**src/rtl/tksi_pkg.sv**
```systemverilog
// ----------------------------------------------------------------------------
// tksi_pkg
// Shared types and constants of the top-k sorted insertion tables: the stored
// entry layout and the command and status groups between controller and
// datapath.
// ----------------------------------------------------------------------------
`default_nettype none

package tksi_pkg;

    // field widths
    localparam int SEL_W   = 2;
    localparam int TAG_W   = 8;
    localparam int SCORE_W = 16;
    localparam int COUNT_W = 8;
    localparam int RANK_W  = 4;

    // first table that breaks score ties on the secondary count
    localparam int COUNT_BASE = 2;

    // one stored table entry
    typedef struct packed {
        logic [SCORE_W-1:0] score;
        logic [COUNT_W-1:0] count;
        logic [TAG_W-1:0]   tag;
    } entry_t;

    localparam int ENTRY_W = $bits(entry_t);

    // controller to datapath
    typedef struct packed {
        logic load;      // capture the input transaction
        logic start_rd;  // read the last rank of the table
        logic scan;      // one compare and shift step
        logic finish;    // write rank 0 if beaten, load the result register
    } cmd_t;

    // datapath to controller
    typedef struct packed {
        logic sel_ok;     // input table selector names an existing table
        logic last_step;  // scan is at rank 0
    } status_t;

endpackage

`default_nettype wire

```
**src/rtl/top_k_sorted_insert.sv**
```systemverilog
// ----------------------------------------------------------------------------
// top_k_sorted_insert
// Keeps TABLE_COUNT descending top-k tables of TABLE_DEPTH entries and inserts
// one offered score per transaction, reporting whether and where it landed.
// ----------------------------------------------------------------------------
//
//   channel  handshake            payload
//   -------  -------------------  ------------------------------------------
//   in       in_valid / in_ready  table_sel, owner_tag, new_score, tie_count
//   out      out_valid/out_ready  placed, rank
//
// The result is registered after a read setup step, one RAM read and compare
// per rank from the last up, and the rank 0 write; an unknown table goes
// straight to the result. The next transaction is taken when the controller
// is back in idle, after the result of the last one has been registered.
// A finished result waits while the output register is full and stalls input.
// Reset clears per-entry valid bits, so all tables read as zero at once.
// ----------------------------------------------------------------------------
`default_nettype none

module top_k_sorted_insert #(
    parameter int TABLE_DEPTH = 10,
    parameter int TABLE_COUNT = 4
) (
    input  wire logic                          clk,
    input  wire logic                          rst_n,
    input  wire logic                          in_valid,
    output logic                               in_ready,
    input  wire logic [tksi_pkg::SEL_W-1:0]    table_sel,
    input  wire logic [tksi_pkg::TAG_W-1:0]    owner_tag,
    input  wire logic [tksi_pkg::SCORE_W-1:0]  new_score,
    input  wire logic [tksi_pkg::COUNT_W-1:0]  tie_count,
    output logic                               out_valid,
    input  wire logic                          out_ready,
    output logic                               placed,
    output logic      [tksi_pkg::RANK_W-1:0]   rank
);

    tksi_pkg::cmd_t    cmd;
    tksi_pkg::status_t status;

    // controller
    tksi_ctrl u_ctrl (
        .clk       (clk),
        .rst_n     (rst_n),
        .in_valid  (in_valid),
        .in_ready  (in_ready),
        .out_valid (out_valid),
        .out_ready (out_ready),
        .status    (status),
        .cmd       (cmd)
    );

    // datapath
    tksi_dp #(
        .TABLE_DEPTH (TABLE_DEPTH),
        .TABLE_COUNT (TABLE_COUNT)
    ) u_dp (
        .clk       (clk),
        .rst_n     (rst_n),
        .cmd       (cmd),
        .status    (status),
        .table_sel (table_sel),
        .owner_tag (owner_tag),
        .new_score (new_score),
        .tie_count (tie_count),
        .placed    (placed),
        .rank      (rank)
    );

endmodule

`default_nettype wire

```
**src/rtl/tksi_ram.sv**
```systemverilog
// ----------------------------------------------------------------------------
// tksi_ram
// Generic simple dual-port RAM: one write port, one read port with registered
// read data.
// ----------------------------------------------------------------------------
`default_nettype none

module tksi_ram #(
    parameter int WIDTH = 32,
    parameter int DEPTH = 40
) (
    input  wire logic                     clk,
    input  wire logic                     wr_en,
    input  wire logic [$clog2(DEPTH)-1:0] wr_addr,
    input  wire logic [WIDTH-1:0]         wr_data,
    input  wire logic                     rd_en,
    input  wire logic [$clog2(DEPTH)-1:0] rd_addr,
    output logic      [WIDTH-1:0]         rd_data
);

    logic [WIDTH-1:0] mem_reg [DEPTH];

    // write port
    always_ff @(posedge clk)
    begin
        if (wr_en)
        begin
            mem_reg[wr_addr] <= wr_data;
        end
    end

    // registered read port
    always_ff @(posedge clk)
    begin
        if (rd_en)
        begin
            rd_data <= mem_reg[rd_addr];
        end
    end

endmodule

`default_nettype wire

```
**src/rtl/tksi_ctrl.sv**
```systemverilog
// ----------------------------------------------------------------------------
// tksi_ctrl
// Controller state machine: takes one transaction at a time, walks the scan
// from the last rank to rank 0 and hands the result to the output register.
// ----------------------------------------------------------------------------
`default_nettype none

module tksi_ctrl (
    input  wire logic              clk,
    input  wire logic              rst_n,
    input  wire logic              in_valid,
    output logic                   in_ready,
    output logic                   out_valid,
    input  wire logic              out_ready,
    input  wire tksi_pkg::status_t status,
    output tksi_pkg::cmd_t         cmd
);

    typedef enum logic [3:0] {
        ST_IDLE   = 4'b0001,
        ST_FIRST  = 4'b0010,
        ST_SCAN   = 4'b0100,
        ST_FINISH = 4'b1000
    } state_t;

    state_t state_reg;
    state_t state_next;
    logic   out_valid_reg;
    logic   out_valid_next;

    // next state and commands
    always_comb
    begin
        state_next = state_reg;
        cmd        = '0;
        in_ready   = 1'b0;
        case (state_reg)
            ST_IDLE:
            begin
                in_ready = 1'b1;
                if (in_valid)
                begin
                    cmd.load   = 1'b1;
                    state_next = status.sel_ok ? ST_FIRST : ST_FINISH;
                end
            end
            ST_FIRST:
            begin
                cmd.start_rd = 1'b1;
                state_next   = ST_SCAN;
            end
            ST_SCAN:
            begin
                cmd.scan = 1'b1;
                if (status.last_step)
                begin
                    state_next = ST_FINISH;
                end
            end
            ST_FINISH:
            begin
                // wait for a free output slot
                if (!out_valid_reg || out_ready)
                begin
                    cmd.finish = 1'b1;
                    state_next = ST_IDLE;
                end
            end
            default:
            begin
                state_next = ST_IDLE;
            end
        endcase
    end

    // output valid flag
    always_comb
    begin
        if (cmd.finish)
        begin
            out_valid_next = 1'b1;
        end
        else if (out_ready)
        begin
            out_valid_next = 1'b0;
        end
        else
        begin
            out_valid_next = out_valid_reg;
        end
    end

    always_ff @(posedge clk or negedge rst_n)
    begin
        if (!rst_n)
        begin
            state_reg     <= ST_IDLE;
            out_valid_reg <= 1'b0;
        end
        else
        begin
            state_reg     <= state_next;
            out_valid_reg <= out_valid_next;
        end
    end

    assign out_valid = out_valid_reg;

endmodule

`default_nettype wire

```
**src/rtl/tksi_dp.sv**
```systemverilog
// ----------------------------------------------------------------------------
// tksi_dp
// Datapath: table RAM with per-entry valid bits, offer registers, the beat
// compare and the shift-down writes, and the result register.
// ----------------------------------------------------------------------------
`default_nettype none

module tksi_dp #(
    parameter int TABLE_DEPTH = 10,
    parameter int TABLE_COUNT = 4
) (
    input  wire logic                           clk,
    input  wire logic                           rst_n,
    input  wire tksi_pkg::cmd_t                 cmd,
    output tksi_pkg::status_t                   status,
    input  wire logic [tksi_pkg::SEL_W-1:0]     table_sel,
    input  wire logic [tksi_pkg::TAG_W-1:0]     owner_tag,
    input  wire logic [tksi_pkg::SCORE_W-1:0]   new_score,
    input  wire logic [tksi_pkg::COUNT_W-1:0]   tie_count,
    output logic                                placed,
    output logic      [tksi_pkg::RANK_W-1:0]    rank
);

    localparam int ENTRIES = TABLE_DEPTH * TABLE_COUNT;
    localparam int ADDR_W  = $clog2(ENTRIES);
    localparam int IDX_W   = $clog2(TABLE_DEPTH);
    localparam logic [IDX_W-1:0]  LAST_IDX = IDX_W'(TABLE_DEPTH - 1);
    localparam logic [ADDR_W-1:0] DEPTH_A  = ADDR_W'(TABLE_DEPTH);

    // offer and scan registers
    logic [tksi_pkg::SEL_W-1:0] sel_reg;
    tksi_pkg::entry_t           offer_reg;
    logic [ADDR_W-1:0]          base_reg;
    logic [IDX_W-1:0]           idx_reg;
    logic                       beat_prev_reg;
    logic                       placed_reg;
    logic [IDX_W-1:0]           rank_idx_reg;
    logic [ENTRIES-1:0]         valid_reg;
    logic                       rd_valid_reg;
    logic                       out_placed_reg;
    logic [tksi_pkg::RANK_W-1:0] out_rank_reg;

    // RAM ports
    logic                         wr_en;
    logic [ADDR_W-1:0]            wr_addr;
    tksi_pkg::entry_t             wr_data;
    logic                         rd_en;
    logic [ADDR_W-1:0]            rd_addr;
    logic [IDX_W-1:0]             rd_idx;
    logic [tksi_pkg::ENTRY_W-1:0] rd_data;

    tksi_pkg::entry_t cur_entry;
    logic             counted;
    logic             beat;

    tksi_ram #(
        .WIDTH (tksi_pkg::ENTRY_W),
        .DEPTH (ENTRIES)
    ) u_ram (
        .clk     (clk),
        .wr_en   (wr_en),
        .wr_addr (wr_addr),
        .wr_data (wr_data),
        .rd_en   (rd_en),
        .rd_addr (rd_addr),
        .rd_data (rd_data)
    );

    // status to the controller
    assign status.sel_ok    = (int'(table_sel) < TABLE_COUNT);
    assign status.last_step = (idx_reg == '0);

    // read address: last rank first, then one rank up per scan step
    always_comb
    begin
        rd_en  = cmd.start_rd || (cmd.scan && (idx_reg != '0));
        rd_idx = cmd.start_rd ? LAST_IDX : (idx_reg - 1'b1);
        if (!rd_en)
        begin
            rd_idx = '0;
        end
        rd_addr = base_reg + ADDR_W'(rd_idx);
    end

    // never written entries read as zero
    assign cur_entry = rd_valid_reg ? tksi_pkg::entry_t'(rd_data) : '0;

    // beat compare against the stored entry at the current rank
    assign counted = (int'(sel_reg) >= tksi_pkg::COUNT_BASE);
    always_comb
    begin
        if (offer_reg.score > cur_entry.score)
        begin
            beat = 1'b1;
        end
        else if (offer_reg.score == cur_entry.score)
        begin
            beat = counted ? (offer_reg.count >= cur_entry.count) : 1'b1;
        end
        else
        begin
            beat = 1'b0;
        end
    end

    // writes: rank below the current one during the scan, rank 0 at the end
    always_comb
    begin
        wr_en   = 1'b0;
        wr_addr = base_reg;
        wr_data = offer_reg;
        if (cmd.scan)
        begin
            wr_en   = (idx_reg != LAST_IDX) && (beat || beat_prev_reg);
            wr_addr = base_reg + ADDR_W'(IDX_W'(idx_reg + 1'b1));
            wr_data = beat ? cur_entry : offer_reg;
        end
        else if (cmd.finish)
        begin
            wr_en = beat_prev_reg;
        end
    end

    // payload registers
    always_ff @(posedge clk)
    begin
        if (cmd.load)
        begin
            sel_reg         <= table_sel;
            offer_reg.score <= new_score;
            offer_reg.count <= tie_count;
            offer_reg.tag   <= owner_tag;
            base_reg        <= ADDR_W'(ADDR_W'(table_sel) * DEPTH_A);
        end
        if (rd_en)
        begin
            rd_valid_reg <= valid_reg[rd_addr];
        end
        if (cmd.finish)
        begin
            out_placed_reg <= placed_reg;
            out_rank_reg   <= tksi_pkg::RANK_W'(rank_idx_reg);
        end
    end

    // scan control and valid bits
    always_ff @(posedge clk or negedge rst_n)
    begin
        if (!rst_n)
        begin
            idx_reg       <= '0;
            beat_prev_reg <= 1'b0;
            placed_reg    <= 1'b0;
            rank_idx_reg  <= '0;
            valid_reg     <= '0;
        end
        else
        begin
            if (cmd.load)
            begin
                idx_reg       <= LAST_IDX;
                beat_prev_reg <= 1'b0;
                placed_reg    <= 1'b0;
                rank_idx_reg  <= '0;
            end
            else if (cmd.scan)
            begin
                beat_prev_reg <= beat;
                if (idx_reg != '0)
                begin
                    idx_reg <= idx_reg - 1'b1;
                end
                if (beat)
                begin
                    placed_reg   <= 1'b1;
                    rank_idx_reg <= idx_reg;
                end
            end
            if (wr_en)
            begin
                valid_reg[wr_addr] <= 1'b1;
            end
        end
    end

    assign placed = out_placed_reg;
    assign rank   = out_rank_reg;

endmodule

`default_nettype wire

```
**config.mk**
```make
export PLATFORM = sky130hd
export DESIGN_NAME = top_k_sorted_insert
export DESIGN_NICKNAME = d
export VERILOG_FILES = /design/src/rtl/tksi_pkg.sv /design/src/rtl/top_k_sorted_insert.sv /design/src/rtl/tksi_ram.sv /design/src/rtl/tksi_ctrl.sv /design/src/rtl/tksi_dp.sv
export SDC_FILE = /design/constraint.sdc
export NUM_CORES = 1
export LEC_CHECK = 0
export BUFFER_PORTS_ARGS = -buffer_cell sky130_fd_sc_hd__buf_2
export CORE_MARGIN = 1
export CORE_UTILIZATION = 55
export CTS_BUF_LIST = sky130_fd_sc_hd__clkbuf_2 sky130_fd_sc_hd__clkbuf_4 sky130_fd_sc_hd__clkbuf_8
export DETAILED_ROUTE_END_ITERATION = 12
export PLACE_DENSITY = 0.81
export SLEW_MARGIN = 20
export SYNTH_ARGS = -nofsm -noshare
export SYNTH_HDL_FRONTEND = slang
export SYNTH_HIERARCHICAL = 1
export SYNTH_SLANG_ARGS = --single-unit
export TNS_END_PERCENT = 20
```
**constraint.sdc**
```tcl
create_clock -name clk -period 5.6 [get_ports clk]
set_clock_uncertainty 0.2 [all_clocks]
set_input_delay 0.84 -clock clk [delete_from_list [all_inputs] [get_ports clk]]
set_output_delay 0.84 -clock clk [all_outputs]
set_load 0.1 [all_outputs]
```
Yosys cells after proc, flatten, opt, wreduce, memory -nomap -nowiden

Memories as Yosys holds them, arrays and structs flattened. A register that Yosys moved wholly into a read port is not among the register bits.
Cells that the tools add are included.

Register bits: 100
Memory bits (writable): 1280
Bits of input ports: 38
Output and inout bits: 7
Word-level logic and storage cells: 94
Memories kept: 1

Add/subtract/negate cells: 4
$mul: 1
$lt $le $gt $ge: 6
Eq/ne operators: 9
Mux-type cells: 41
Bitwise logic cells: 1
Reductions and logical operators: 16

Memory list:

| name               | words | width | read ports | clocked after memory_dff | write ports | RTL line       | RTL |
|---|---|---|---|---|---|---|---|
| u_dp.u_ram.mem_reg | 40    | 32    | 1          | 1                        | 1           | tksi_ram.sv:21 | `logic [WIDTH-1:0] mem_reg [DEPTH];` |

Operators by type and width:

| kind                                                               | count |
|---|---|
| 2-to-1 mux 32 bit                                                  | 3 |
| 2-to-1 mux 4 bit                                                   | 11 |
| bitwise OR 40 bit                                                  | 1 |
| 2-to-1 mux 1 bit                                                   | 23 |
| equality test 16 bit                                               | 1 |
| > comparator 16 bit                                                | 1 |
| one-hot mux 4 bit (4 select lines)                                 | 1 |
| < comparator 6 x 7 -> 1 bit (second input constant)                | 2 |
| adder 6 x 4 -> 6 bit                                               | 2 |
| greater-or-equal comparator 8 bit                                  | 1 |
| nonzero test 2 bit                                                 | 4 |
| binary-select mux 1 bit (select 6 bit)                             | 1 |
| demux 1 bit (select 6 bit)                                         | 1 |
| greater-or-equal comparator 6 x 1 -> 1 bit (second input constant) | 1 |
| 2-to-1 mux 6 bit                                                   | 1 |
| multiplier 2 x 3 -> 5 bit (second input constant)                  | 1 |
| adder 4 x 1 -> 4 bit (second input constant)                       | 1 |
| equality test 4 x 1 -> 1 bit (second input constant)               | 1 |
| equality test 4 x 2 -> 1 bit (second input constant)               | 1 |
| equality test 4 x 3 -> 1 bit (second input constant)               | 1 |
| equality test 4 bit (second input constant)                        | 1 |
| zero test 4 bit                                                    | 1 |
| != test 2 bit (second input constant)                              | 2 |
| != test 4 bit (second input constant)                              | 1 |
| other kinds (9)                                                    | 14 |

Depth between registers and ports, before layout

Gate-level depths: netlist of run 1.

Depth after elaboration: 10
Depth in mapped cells: 16
Mapped depth without buffers: 12

Hierarchy

Netlist of run 1, hierarchy kept.

Modules (own cells, without submodules):

| module    | times used | cells each | area an instance (µm²) | seq. area each (µm²) |
|---|---|---|---|---|
| tksi_ram  | 1          | 2562       | 50937.6                | 39397.8 |
| tksi_dp   | 1          | 479        | 5257.5                 | 2452.4 |
| tksi_ctrl | 1          | 29         | 294.0                  | 126.4 |

Worst setup path before layout of run 1

Ideal clock, no wire load.

Path type: reg2reg
Start: reg u_dp.rd_valid_reg
End: mem u_dp.u_ram.mem_reg[16][0], enable pin
Library setup time: 0.461 ns
Arrival: 5.017 ns
Data required time: 4.939 ns
Setup slack: -0.077 ns
Stages on the path, launching flop included: 13
Buffers on the path: 1
Clock period less this slack: 5.677 ns
Cell sequence: edfxtp_1 -> clkbuf_1 -> nand2_1 -> ha_1 -> nand4_1 -> nor4_1 -> nor2_1 -> o211ai_1 -> o21ai_0 -> a21boi_0 -> nor4bb_1 -> nand2b_1 -> nor3_1

Word-level cells in the longest chain between the ends: 10
Elaborated cells on any way between the ends: 12
Classes of those cells: 2 x order compare; 1 x eq/ne; 7 x mux; 2 x reduce/logical

Ends and longest elaborated chain:

| item                                       | RTL line       | RTL |
|---|---|---|
| start: declaration                         | tksi_dp.sv:39  | `logic rd_valid_reg;` |
| start signal: assignment                   | tksi_dp.sv:137 | `rd_valid_reg <= valid_reg[rd_addr];` |
| 2-to-1 mux 32 bit (*)                      | tksi_dp.sv:86  | `assign cur_entry = rd_valid_reg ? tksi_pkg::entry_t'(rd_data) : '0;` |
| greater-or-equal comparator 8 bit          | tksi_dp.sv:98  | `beat = counted ? (offer_reg.count >= cur_entry.count) : 1'b1;` |
| 2-to-1 mux 1 bit                           | tksi_dp.sv:98  |  |
| 2-to-1 mux 1 bit                           | tksi_dp.sv:96  | `else if (offer_reg.score == cur_entry.score)` |
| 2-to-1 mux 1 bit (*)                       | tksi_dp.sv:92  | `if (offer_reg.score > cur_entry.score)` |
| logical OR 1 bit (*)                       | tksi_dp.sv:114 | `wr_en = (idx_reg != LAST_IDX) && (beat \|\| beat_prev_reg);` |
| logical AND 1 bit (*)                      | tksi_dp.sv:114 |  |
| 2-to-1 mux 1 bit (*)                       | tksi_dp.sv:112 | `if (cmd.scan)` |
| named net u_dp.wr_en                       | tksi_dp.sv:44  | `logic wr_en;` |
| 2-to-1 mux 1 bit (*)                       | tksi_ram.sv:26 | `if (wr_en)` |
| 2-to-1 mux 1 bit (implied by the code) (*) | tksi_ram.sv:28 | `mem_reg[wr_addr] <= wr_data;` |
| end: declaration                           | tksi_ram.sv:21 |  |

Mark *: on every way through the listed nets, which the timed path passes. The rest lies on a longest branch.

Worst setup path in the final report of run 1

Start: reg u_dp.rd_valid_reg
End: mem u_dp.u_ram.mem_reg[29][10], enable pin

The elaborated chain is that of the path after synthesis.

==> reports/results.ini, run 1 <==
[sta]
worstMarginPinSlew_ns = 1.02
maxSlewHeadroom_pct = 31.6
slew_viol_final = 0
finalSetupViolations = 0
final.setup.worst_slack_ns = 0.526
holdWs_ns = 0.0672
min_period_ns = 5.07
hold_viol = 0
fin_crit_sh_pct = 90.6
fmax_mhz = 197
rsz0062_at_grt = no
finalSetupTns_ns = 0

[route]
ant_nets = 0
route.vias.total = 23800
drcViolationCount = 0
wl_um = 103000
drt_iter0_drc = 2823
firstDrtPassIters = 6
wl_per_cell_um = 27.3
via_per_inst = 6.30

[layout]
nFillCells = 5100
fin_nets = 2696
final_area_um2 = 49000
multiInputGateArea_um2 = 11000
largest_reg_flops = 960
seq_area_um2 = 31900
area_growth_syn_to_layout_pct = 12.2
drive_above_1_share_pct = 22.8

[setup_path]
reg2reg_to = u_dp/u_ram/mem_reg[29][10]
cp-startpoint = u_dp/rd_valid_reg
worstPathMaxFanout = 24
cp.arrival_ns = 5.33
regToRegSetupSlack_ns = 0.53
cp.required_ns = 5.85
critPathLaunchType = register
r2r_cells = 13
worstSetupPathType = reg -> reg
endpoint_kind = register
reg2reg_from = u_dp/rd_valid_reg

[floorplan]
die_w_um = 284
initial_utilization_pct = 56.0
die_h_um = 284
ios = 45
coreArea_um2 = 78000
fp-row-count = 102
dieArea_um2 = 80600

[cts]
clk_pin_slew_ns = 0.07
clock-sinks = 1071
cts_resized = 0
cts_tree = built
clkLatencyLatePin_ns = 0.84
cts_max_path_buffers = 3
cts-root-buf = clkbuf_8
cts_buffers = 161
htree_levels = 4
cts_setup_buffers = 0

[synthesis]
syn_avg_cell_area_um2 = 17.8
yosysWarnings = 6
synth_nets = 2527
synthCells = 2454
netlist_area_um2 = 43700

[placed_design]
io_buffer_count = 36
dp_hpwl_um = 59500
dpl_worst_slack_ns = 0.669
gp_congestion = 0.919
place_area_um2 = 45700

[outcome]
status = completed

[pwr]
max-vdd-ir-drop_mv = 0.200
powerDensity_nw_per_um2 = 366
leakagePower_nw = 15.7

[worst_hold_path]
min_to = u_dp/offer_reg[20]
min_path_cells = 1
hp-start = new_score[4]
min_path_type = in -> reg

[global_route]
grt_pass1_vias = 24000
overflow = 0
grt_max_degree = 82
antenna_found_initial = 2
track_usage_pct = 25.6
grt_pass1_wl_um = 151000

[run]
drv_cap = 0

## cells in the final DEF (no fill, tap or decap), types with 25 or more instances in the layout
cell type      instances
clkbuf_8             163
a22oi_1               97
clkbuf_4              41
clkinv_1              36
buf_2                 36
edfxtp_1            1016
dfrtp_1               54
mux4_2                54
o22ai_1               25
mux2i_1              394
nor2_2                38
a221oi_1              25
dlygate4sd3_1         26
a21oi_1               64
nand2_1               71
ha_1                  32
mux2_2                27
a22o_1                48
inv_1                 62
buf_4                111
## critical path: stages (launching register included)
cell	delay, ns
edfxtp_1	0.95
nand2_1	0.27
ha_1	0.39
nand4_1	0.18
nor4_1	0.45
nor2_1	0.08
o211ai_1	0.25
o21ai_0	0.15
a21boi_0	0.37
buf_4	0.24
nor2b_1	0.27
nand3_1	0.29
nor2_2	0.20
buf_4	0.42
## how the worst max path moves through the flow
stage	endpoint	slack (ns)	cells past startpoint
6_report	u_dp/u_ram/mem_reg[29][10]	0.53	13
5_1_grt	u_dp/u_ram/mem_reg[29][10]	0.24	13
4_1_cts	u_dp/u_ram/mem_reg[16][29]	0.62	13
3_5_place_dp	u_dp/u_ram/mem_reg[16][8]	0.67	13
3_3_place_gp	u_dp/u_ram/rd_data[21]	0.82	14
2_1_floorplan	u_dp/u_ram/mem_reg[16][10]	0.48	12
## final cells by class
cell class | count | area share (%)
Timing Repair Buffer | 185 | 3.09
Sequential cell | 1071 | 65.1
Inverter | 67 | 0.529
Multi-Input combinational cell | 1137 | 22.4
Antenna cell | 1 | 0.00511
Tap cell | 1040 | 2.66
Clock buffer | 204 | 5.21
Clock inverter | 72 | 1.08
## timing repair
action	in CTS	in global routing
endpoints found under the setup margin	0	0
hold buffers	26	0
hold endpoints to repair	79	0
## layer usage
metal / vias up / GRT usage, % / wire length [um]
met5: - / 0 / 0
met4: 0 / 11.7 / 4130
met3: 230 / 6.67 / 10800
met2: 1280 / 41.3 / 50200
met1: 12100 / 32.7 / 37900
li1: 10200 / - / -
## where the power goes
part	internal (W)	switching [W]	total [W]
registers	0.00915	0.0000737	0.00922
clock network	0.00320	0.00294	0.00614
logic	0.000834	0.00174	0.00258
total	0.0132	0.00476	0.0179
## per-stage QoR
step,cells,utilization (%),total power (W)
final,3777,62.8,0.0179
after global routing,3777,62.8,0.0185
after CTS,3776,62.8,0.0180
after detailed placement,3474,58.6,0.0119
after global placement,3474,58.6,0.0118
after floorplan,2454,-,0.0109
(Power assumes the default switching activity.)
==> inputs of run 2 (changes only) <==
--- a/config.mk
+++ b/config.mk
@@ -10,7 +10,7 @@
 export CORE_UTILIZATION = 55
 export CTS_BUF_LIST = sky130_fd_sc_hd__clkbuf_2 sky130_fd_sc_hd__clkbuf_4 sky130_fd_sc_hd__clkbuf_8
 export DETAILED_ROUTE_END_ITERATION = 12
-export PLACE_DENSITY = 0.81
+export PLACE_DENSITY = 0.73
 export SLEW_MARGIN = 20
 export SYNTH_ARGS = -nofsm -noshare
 export SYNTH_HDL_FRONTEND = slang
==> run 2 against run 1 <==
Sequential share of layout area is 0.56 points lower. Design area is 0.86% higher. Count of clock-buffer cells in the layout is 14 higher. Critical path type unchanged. Largest power group unchanged.
==> reports/results.ini, run 2 (same netlist as run 1, synthesis figures left out) <==
[layout]
nFillCells = 5255  ; +3.0%
area_growth_syn_to_layout_pct = 13.1
finalNonFillerCells = 3827  ; +1.3%
fin_nets = 2725  ; +1.1%
final_cell_mix = 1016 x edfxtp_1, 394 x mux2i_1, 166 x clkbuf_8
final_core_util_pct = 63.4  ; +0.54 points
layout_commonest_cell = edfxtp_1
largest_reg_flops = 960  ; unchanged
drive_above_1_share_pct = 23.7  ; +0.89 points

[route]
wl_um = 106000  ; +3.3%
via_per_inst = 6.26  ; -0.56%
ant_nets = 0  ; unchanged
route.vias.total = 24000  ; +0.76%
drcViolationCount = 0  ; unchanged
drt_iter0_drc = 2510  ; -11%
wl_per_cell_um = 27.8  ; +1.9%
firstDrtPassIters = 5  ; -1

[sta]
maxSlewHeadroom_pct = 26.6  ; -5.0 points
finalSetupViolations = 0  ; unchanged
hold_viol = 0  ; unchanged
final.setup.worst_slack_ns = 0.550  ; +0.0238 ns
worstMarginPinSlew_ns = 1.08  ; +0.0594 ns
fin_crit_sh_pct = 90.2  ; -0.42 points
slew_viol_final = 0  ; unchanged
finalSetupTns_ns = 0  ; unchanged
rsz0062_at_grt = no
min_period_ns = 5.05  ; -0.0238 ns
fmax_mhz = 198  ; +0.47%

[pwr]
max-vdd-ir-drop_mv = 0.237  ; +19%
powerDensity_nw_per_um2 = 368  ; +0.40%
leakagePower_nw = 15.9  ; +1.3%

[setup_path]
reg2reg_to = u_dp/u_ram/rd_data[12]
endpoint_kind = register
crit_slowest_cell = xnor2_1
cp-startpoint = u_ctrl/state_reg[1]
reg2reg_from = u_ctrl/state_reg[1]
cp.arrival_ns = 5.36  ; +0.03 ns
critPathLaunchType = register
regToRegSetupSlack_ns = 0.55  ; +0.02 ns
r2r_cells = 10  ; -3
cp.required_ns = 5.91  ; +0.06 ns
cpPeakStageDelay_ns = 0.75  ; -0.20 ns
path_cells = nor4b_2, inv_1, nor3_1, ha_1, a21o_1, a21oi_1, xnor2_1, nand2b_1, o22ai_1, o41ai_2
worstSetupPathType = reg -> reg
worstPathMaxFanout = 10  ; -58%

[cts]
cts_tree = built
clk_pin_slew_ns = 0.06  ; about the same
cts_buffers = 165  ; +2.5%
cts_setup_buffers = 0  ; unchanged
cts_max_path_buffers = 3  ; unchanged
clkLatencyLatePin_ns = 0.82  ; -0.02 ns
ctsHoldBuffers = 26  ; unchanged
clock-sinks = 1071  ; unchanged
htree_levels = 4  ; unchanged
cts_resized = 0  ; unchanged
cts-root-buf = clkbuf_8

[placed_design]
gp_congestion = 0.909  ; -1.2%
io_buffer_count = 36  ; unchanged
dpl_worst_slack_ns = 0.638  ; -0.0312 ns
dp.cells = 3499  ; +0.72%
dp_hpwl_um = 64300  ; +8.1%

[worst_hold_path]
min_to = u_dp/offer_reg[19]
min_path_type = in -> reg
hp-start = new_score[3]
min_path_cells = 1  ; unchanged

[global_route]
grt_max_degree = 58  ; -29%
track_usage_pct = 26.5  ; +0.87 points
antenna_found_initial = 2  ; unchanged
grt_pass1_wl_um = 155000  ; +2.6%
overflow = 0  ; unchanged
grt_pass1_vias = 24200  ; +0.67%

[floorplan]
die_w_um = 284  ; unchanged
coreArea_um2 = 78000  ; unchanged
ios = 45  ; unchanged
initial_utilization_pct = 56.0  ; unchanged
fp-row-count = 102  ; unchanged
die_h_um = 284  ; unchanged
dieArea_um2 = 80600  ; unchanged

[outcome]
status = completed

[run]
drv_cap = 0  ; unchanged

## run 2: worst max-delay path, delay by kind of cell (launching register included)
family                   cells  cell delay (ns)
XOR/XNOR                     1             0.75
AO/OA/AOI/OAI                4             1.01
flip-flops                   1             0.47
adder cells (fa/ha/maj)      1             0.26
buffers and inverters        1             0.26
AND/OR/NAND/NOR              3             1.79
## run 2: final cells by class
cell class	count	area, um^2	area share [%]
tap	1040	1300	2.63
antenna	2	5.00	0.0101
inverter	67	259	0.524
multi-input combinational	1137	11000	22.2
clock inverter	82	526	1.06
timing repair buffer	210	1810	3.67
sequential	1071	31900	64.5
clock buffer	218	2680	5.41
## run 2: power breakdown
| group | internal [W] | switching, W |
|---|---|---|
| clock | 0.00332 | 0.00295 |
| combinational | 0.000882 | 0.00180 |
| sequential | 0.00915 | 0.0000725 |
| total | 0.0133 | 0.00482 |
## run 2: worst max path at each step
| stage | to | slack [ns] |
|---|---|---|
| 2_1_floorplan | u_dp/u_ram/mem_reg[16][10] | 0.48 |
| 3_3_place_gp | u_dp/u_ram/rd_data[12] | 0.63 |
| 3_5_place_dp | u_dp/u_ram/rd_data[12] | 0.64 |
| 4_1_cts | u_dp/u_ram/rd_data[12] | 0.56 |
| 5_1_grt | u_dp/u_ram/rd_data[16] | 0.19 |
| 6_report | u_dp/u_ram/rd_data[12] | 0.55 |
## run 2: routing by layer
| layer | global-route usage (%) | wire length [um] | vias to the layer above |
|---|---|---|---|
| met5 | 0 | 0 | - |
| met4 | 10.8 | 3630 | 0 |
| met3 | 5.81 | 9620 | 178 |
| met2 | 42.2 | 50900 | 1189 |
| met1 | 35.6 | 42200 | 12400 |
| li1 | - | - | 10200 |
## run 2: through the flow
stage          cell area, um^2  total power, W  hold slack (ns)
2_1_floorplan            43700          0.0109            0.225
3_3_place_gp             45900          0.0119            0.232
3_5_place_dp             46000          0.0120            0.237
4_1_cts                  49400          0.0182          0.00486
5_1_grt                  49400          0.0187           0.0228
6_report                 49400          0.0182           0.0728
